File: src/rtl/sace_pkg.sv
// ---------------------------------------------------------------------------
// sace_pkg
// types, constants and helper functions of the servo angle command encoder
// ---------------------------------------------------------------------------
package sace_pkg;

    // field widths
    localparam int POSITION_BITS = 13;
    localparam int ANGLE_W       = 16;
    localparam int SERVO_W       = 7;
    localparam int BYTE_W        = 8;
    localparam int LOW_BITS      = 7;
    localparam int CFG_INDEX_W   = 2;

    // accumulator and product widths
    localparam int ACC_W  = 48;
    localparam int PROD_W = ACC_W + ANGLE_W;

    // polynomial coefficients in thousandths, highest power first
    localparam int N_COEF = 6;
    localparam longint PHI_MILLI [N_COEF] = '{9825, -36074, -24022, 20734, 1143982, 2526367};
    localparam longint PSI_MILLI [N_COEF] = '{-9956, 13028, 58822, 5575, 1042237, 2705448};

    // accumulator saturation bounds
    localparam logic signed [PROD_W-1:0] ACC_LIMIT =
        {{(PROD_W-ACC_W+1){1'b0}}, {(ACC_W-1){1'b1}}};
    localparam logic signed [PROD_W-1:0] ACC_FLOOR = -ACC_LIMIT;

    localparam logic [POSITION_BITS-1:0] POS_MAX = '1;

    // command stream framing
    localparam logic [BYTE_W-1:0] CMD_SYNC       = 8'd128;
    localparam logic [BYTE_W-1:0] CMD_SET_TARGET = 8'd4;
    localparam int BYTES_PER_AXIS = 6;
    localparam int BYTES_PER_ITEM = 2 * BYTES_PER_AXIS;
    localparam int BYTE_IDX_W     = $clog2(BYTES_PER_ITEM);
    localparam int SLOT_W         = $clog2(BYTES_PER_AXIS);

    // register indexes of the configuration port
    typedef enum logic [CFG_INDEX_W-1:0] {
        CFG_DEVICE_NUMBER = 2'd0,
        CFG_PHI_SERVO     = 2'd1,
        CFG_PSI_SERVO     = 2'd2
    } t_cfg_index;

    // byte positions inside one six-byte command
    typedef enum logic [SLOT_W-1:0] {
        SLOT_SYNC     = 3'd0,
        SLOT_DEVICE   = 3'd1,
        SLOT_OPCODE   = 3'd2,
        SLOT_SERVO    = 3'd3,
        SLOT_POS_HIGH = 3'd4,
        SLOT_POS_LOW  = 3'd5
    } t_slot;

    typedef struct packed {
        logic [SERVO_W-1:0] device_number;
        logic [SERVO_W-1:0] phi_servo;
        logic [SERVO_W-1:0] psi_servo;
    } t_cfg;

    typedef struct packed {
        logic                      command;
        logic [POSITION_BITS-1:0]  raw_phi;
        logic [POSITION_BITS-1:0]  raw_psi;
        logic signed [ANGLE_W-1:0] angle_phi;
        logic signed [ANGLE_W-1:0] angle_psi;
    } t_in_item;

    typedef struct packed {
        logic [BYTE_W-1:0] out_byte;
        logic              last_byte;
        logic              clipped;
    } t_out_item;

    typedef struct packed {
        t_in_item                item;
        logic signed [ACC_W-1:0] acc_phi;
        logic signed [ACC_W-1:0] acc_psi;
    } t_work;

    typedef struct packed {
        logic [POSITION_BITS-1:0] pos;
        logic                     clip;
    } t_axis_pos;

    typedef struct packed {
        t_axis_pos phi;
        t_axis_pos psi;
    } t_pos;

    // coefficient in thousandths to fixed point, rounded half away from zero
    function automatic logic signed [ACC_W-1:0] fix_coef(input longint milli, input int frac);
        longint mag;
        longint v;
        mag = (milli < 0) ? -milli : milli;
        v   = ((mag <<< frac) + 64'sd500) / 64'sd1000;
        return ACC_W'((milli < 0) ? -v : v);
    endfunction

    // clamp a horner sum to the accumulator range
    function automatic logic signed [ACC_W-1:0] sat_acc(input logic signed [PROD_W-1:0] v);
        if (v > ACC_LIMIT) begin
            return ACC_LIMIT[ACC_W-1:0];
        end else if (v < ACC_FLOOR) begin
            return ACC_FLOOR[ACC_W-1:0];
        end
        return v[ACC_W-1:0];
    endfunction

endpackage

File: src/rtl/sace_horner_step.sv
// ---------------------------------------------------------------------------
// sace_horner_step
// one horner step for both axes: multiply stage then shift, add and clamp
// ---------------------------------------------------------------------------
module sace_horner_step #(
    parameter int                                 ANGLE_FRAC_BITS = 14,
    parameter logic signed [sace_pkg::ACC_W-1:0] COEF_PHI        = '0,
    parameter logic signed [sace_pkg::ACC_W-1:0] COEF_PSI        = '0
) (
    input  logic            i_clk,
    input  logic            i_rst_n,
    input  logic            i_en,
    input  logic            i_valid,
    input  sace_pkg::t_work i_data,
    output logic            o_valid,
    output sace_pkg::t_work o_data
);
    import sace_pkg::*;

    logic                     r_valid_a;
    logic                     r_valid_b;
    t_in_item                 r_item_a;
    logic signed [PROD_W-1:0] r_prod_phi;
    logic signed [PROD_W-1:0] r_prod_psi;
    logic signed [PROD_W-1:0] n_prod_phi;
    logic signed [PROD_W-1:0] n_prod_psi;
    t_work                    r_work_b;
    t_work                    n_work_b;

    // stage a: accumulator times angle
    always_comb begin
        n_prod_phi = $signed(i_data.acc_phi) * $signed(i_data.item.angle_phi);
        n_prod_psi = $signed(i_data.acc_psi) * $signed(i_data.item.angle_psi);
    end

    // stage b: floor shift, add next coefficient, clamp
    always_comb begin
        n_work_b.item    = r_item_a;
        n_work_b.acc_phi = sat_acc((r_prod_phi >>> ANGLE_FRAC_BITS) + COEF_PHI);
        n_work_b.acc_psi = sat_acc((r_prod_psi >>> ANGLE_FRAC_BITS) + COEF_PSI);
    end

    // valid bits
    always_ff @(posedge i_clk) begin
        if (!i_rst_n) begin
            r_valid_a <= 1'b0;
            r_valid_b <= 1'b0;
        end else if (i_en) begin
            r_valid_a <= i_valid;
            r_valid_b <= r_valid_a;
        end
    end

    // payload
    always_ff @(posedge i_clk) begin
        if (i_en) begin
            r_item_a   <= i_data.item;
            r_prod_phi <= n_prod_phi;
            r_prod_psi <= n_prod_psi;
            r_work_b   <= n_work_b;
        end
    end

    assign o_valid = r_valid_b;
    assign o_data  = r_work_b;
endmodule

File: config.mk
export PLATFORM = sky130hd
export DESIGN_NAME = sace_horner_step
export DESIGN_NICKNAME = d
export VERILOG_FILES = /design/src/rtl/sace_pkg.sv /design/src/rtl/sace_horner_step.sv
export SDC_FILE = /design/constraint.sdc
export NUM_CORES = 2
export LEC_CHECK = 0
export ABC_AREA = 1
export BUFFER_PORTS_ARGS = -buffer_cell sky130_fd_sc_hd__buf_4
export CAP_MARGIN = 5
export CORE_ASPECT_RATIO = 1.5
export CORE_MARGIN = 4
export CORE_UTILIZATION = 55
export CTS_BUF_LIST = sky130_fd_sc_hd__clkbuf_16
export DETAILED_ROUTE_END_ITERATION = 10
export GPL_ROUTABILITY_DRIVEN = 1
export PLACE_DENSITY_LB_ADDON = 0.15
export SLEW_MARGIN = 5
export SYNTH_ARGS = -nofsm -noshare
export SYNTH_HDL_FRONTEND = slang
export SYNTH_SLANG_ARGS = --single-unit
export TNS_END_PERCENT = 5
File: constraint.sdc
create_clock -name i_clk -period 18.6 [get_ports i_clk]
set_input_delay 1.86 -clock i_clk [delete_from_list [all_inputs] [get_ports i_clk]]
set_output_delay 1.86 -clock i_clk [all_outputs]
set_load 0.02 [all_outputs]
==> key figures <==
Finish
  – Non-Filler Instances: 9769
  – P&R area growth vs syn: 6.335%
  – Share of cells above drive strength 1: 5.030%
  – Fin nets: 10.03k
  – # fillers: 11.06k

Floorplan
  – Die extent in x: 290.4 µm
  – Num rows: 155
  – Initial core utilization: 55.32%
  – IO Pins: 315
  – Core outline area: 118900 µm²
  – Die footprint: 125300 µm²
  – Die Y: 431.5 µm

Hold path
  – Hold Crit Class: register to register
  – Worst Hold Depth: 0

Synthesis
  – Seq/Total Area, Yosys: 14.40%
  – Post-Synthesis Cells: 8164
  – Mapped Area: 65770 µm²
  – Synth Flop Type: edfxtp_1
  – Asr flop ratio synth: 0%
  – Ys Warns: 0
  – EDFF count, synth: 314
  – Net Count, Synth: 10.03k
  – Post-synth cell types: 32
  – Synth Register Bits: 316
  – Syn Area/Cell: 8.056 µm²

Timing
  – Slew @ Worst Pin: 1032 ps
  – Slew HR: 31.18%
  – Final Critical Period: 8281 ps
  – Worst clock skew: 39.85 ps
  – Final setup TNS: 0 ps
  – Max Clk Rate: 120.8 MHz
  – RSZ-0062 raised after global routing: no
  – Final Cycle Share: 44.52%
  – Final setup fails: 0
  – Pins Over Slew Limit: 0
  – Fin. Hold Viols: 0

GRT
  – Initial antenna violation count: 9
  – Total track usage: 33.56%
  – First-pass GRT wire length: 318200 µm
  – Largest net degree at the start of global routing: 127
  – Vias in the first global route: 58.61k
  – Grt ovf: 0

Drt
  – Vias: 51.69k
  – First-pass DRT Iterations: 7
  – DRC Markers: 0
  – Routed Antenna Nets: 0
  – Post-DR wirelength/cell: 20.95 µm
  – Wirelength, routed: 204600 µm
  – Vias/cell: 5.291
  – DRT iter0 DRCs: 2698

Critical path
  – Reg2reg path depth: 10
  – CP endpoint kind: register
  – Critical Path End: r_prod_psi[25]
  – Worst setup SP type: input pin
  – Worst r2r src: r_prod_psi[59]
  – Crit-path cells: buf_4 > buf_4 > nand2_1 > fa_1 > inv_1 > fa_1 > fa_1 > fa_1 > fa_1 > inv_1 > fa_1 > inv_1 > ha_1 > a21oi_1 > o21ai_0 > a21oi_1 > nand3_1 > xor2_1
  – Crit Path Max Fanout: 34
  – CP max-delay cell: xor2_1
  – Crit Path Class: input pin to register
  – Arrival time worst endpoint: 8560 ps
  – Most used cell along the critical path: fa_1
  – Slack of the worst reg-to-reg path: 16470 ps
  – Worst EP required: 18880 ps
  – Worst Setup SP: i_data[106]
  – Max incr delay on CP: 710 ps
  – Reg-to-reg endpoint: o_data[27]

CTS
  – Postcts setup bufs: 0
  – CTS tree: done
  – Clock Tree Root: clkbuf_16
  – Clk slew on worst S/H paths: 60 ps
  – CTS Buf Count: 35
  – Clk_lat worst skew: 600 ps
  – Hold-fix buffers, CTS: 0
  – Clk sinks: 316
  – Quantity of gates resized following cts: 0
  – CTS H-tree depth: 2
  – Clock Tree Buf Depth: 3

Placed design
  – Count of buffers from port buffering: 314
  – DP HPWL: 164700 µm
  – Placer Congestion: 1.041
  – Dpl cells: 9701

Job
  – Max-capacitance violation count: 0

Outcome
  – Status: complete, no violations
==> critical path, delay by kind of cell <==
family,cells,cell delay [ps]
buffers and inverters,5,910
AO/OA/AOI/OAI,3,1150
adder cells (fa/ha/maj),7,3410
AND/OR/NAND/NOR,2,480
XOR/XNOR,1,710
==> routing by layer <==
metal	global-route usage, %	up-vias	wire length, µm
met3	4.458	1005	10630
met2	64.45	2080	110800
li1	-	22950	-
met4	32.02	2	24990
met1	29.29	25660	58210
met5	0	-	14
==> final cells by class <==
type	instances	area [µm²]	share of cell area, %
multi-input combinational	4991	45550	65.13
antenna	8	20.02	0.02862
clock buffer	35	875.8	1.252
sequential	316	9469	13.54
clock inverter	25	235.2	0.3363
timing repair buffer	323	2432	3.478
tap	1570	1964	2.809
inverter	2501	9388	13.42
==> flip-flops by register name, indices dropped and copies added (netlist names) <==
register and flops:
r_prod_phi 50, o_data 155, o_valid 1, r_prod_psi 50
n_work_b 59, r_valid_a 1
==> cell usage in the layout, fill, tap and decap left out, types with 4 or more instances in the layout <==
| master | Yosys | final |
|---|---|---|
| edfxtp_1 | 314 | 314 |
| clkinv_1 | 0 | 7 |
| inv_2 | 4 | 4 |
| a21o_1 | 10 | 10 |
| nand3_1 | 116 | 116 |
| fa_1 | 1418 | 1418 |
| ha_1 | 286 | 286 |
| inv_6 | 0 | 5 |
| o21ai_0 | 112 | 112 |
| nor2_1 | 382 | 382 |
| o21bai_1 | 16 | 14 |
| nand4_1 | 33 | 33 |
| o21a_1 | 7 | 7 |
| nand2_2 | 14 | 14 |
| inv_1 | 2497 | 2500 |
| xnor2_1 | 11 | 11 |
| clkbuf_16 | 0 | 35 |
| nor4_1 | 25 | 25 |
| a21oi_1 | 183 | 183 |
| buf_4 | 0 | 322 |
| xor2_1 | 49 | 49 |
| diode_2 | 0 | 8 |
| nand2_1 | 2278 | 2278 |
| or2_2 | 15 | 15 |
| nor3_1 | 23 | 23 |
==> Yosys cell counts (16+ instances only) <==
master	count	area share, %
buf_1	41	0.23
nor3_1	23	0.18
nor2_1	382	2.2
clkbuf_1	307	1.8
inv_1	2497	14
a21oi_1	183	1.4
nor4_1	25	0.24
fa_1	1418	43
o21ai_0	112	0.85
nand2_1	2278	13
xor2_1	49	0.65
nand3_1	116	0.88
o21bai_1	16	0.18
edfxtp_1	314	14
ha_1	286	5.4
nand4_1	33	0.31
==> worst min path at each step <==
stage / startpoint / slack [ps] / end
final: n_work_b[130] / 410 / o_data[130]
after global routing: n_work_b[125] / 420 / o_data[125]
after CTS: n_work_b[125] / 420 / o_data[125]
after detailed placement: n_work_b[103] / 400 / o_data[103]
after global placement: n_work_b[141] / 400 / o_data[141]
after floorplan: n_work_b[100] / 400 / o_data[100]
==> cell families after synthesis <==
logic type,synth area share [%]
and+or+nand+nor,17.15
buffers and inverters,16.38
adders and majority gates,48.60
AOI/OAI and AO/OA,2.679
DFF,14.40
xor gates and xnor gates,0.7990
==> stage by stage <==
step / utilization, % / setup WS (ps) / hold slack [ps] / area [µm²]
3_5_place_dp: 57.88 / 9952 / 404.5 / 68810
6_report: 58.83 / 10320 / 411.2 / 69940
3_3_place_gp: 57.88 / 9988 / 400.2 / 68810
2_1_floorplan: - / 11400 / 400.3 / 65770
5_1_grt: 58.82 / 10350 / 420.3 / 69920
4_1_cts: 58.81 / 10550 / 416.5 / 69920
Power is left out: the tool's default activity adds up to more than one toggle a clock period on the data nets, which glitch-free logic cannot reach.
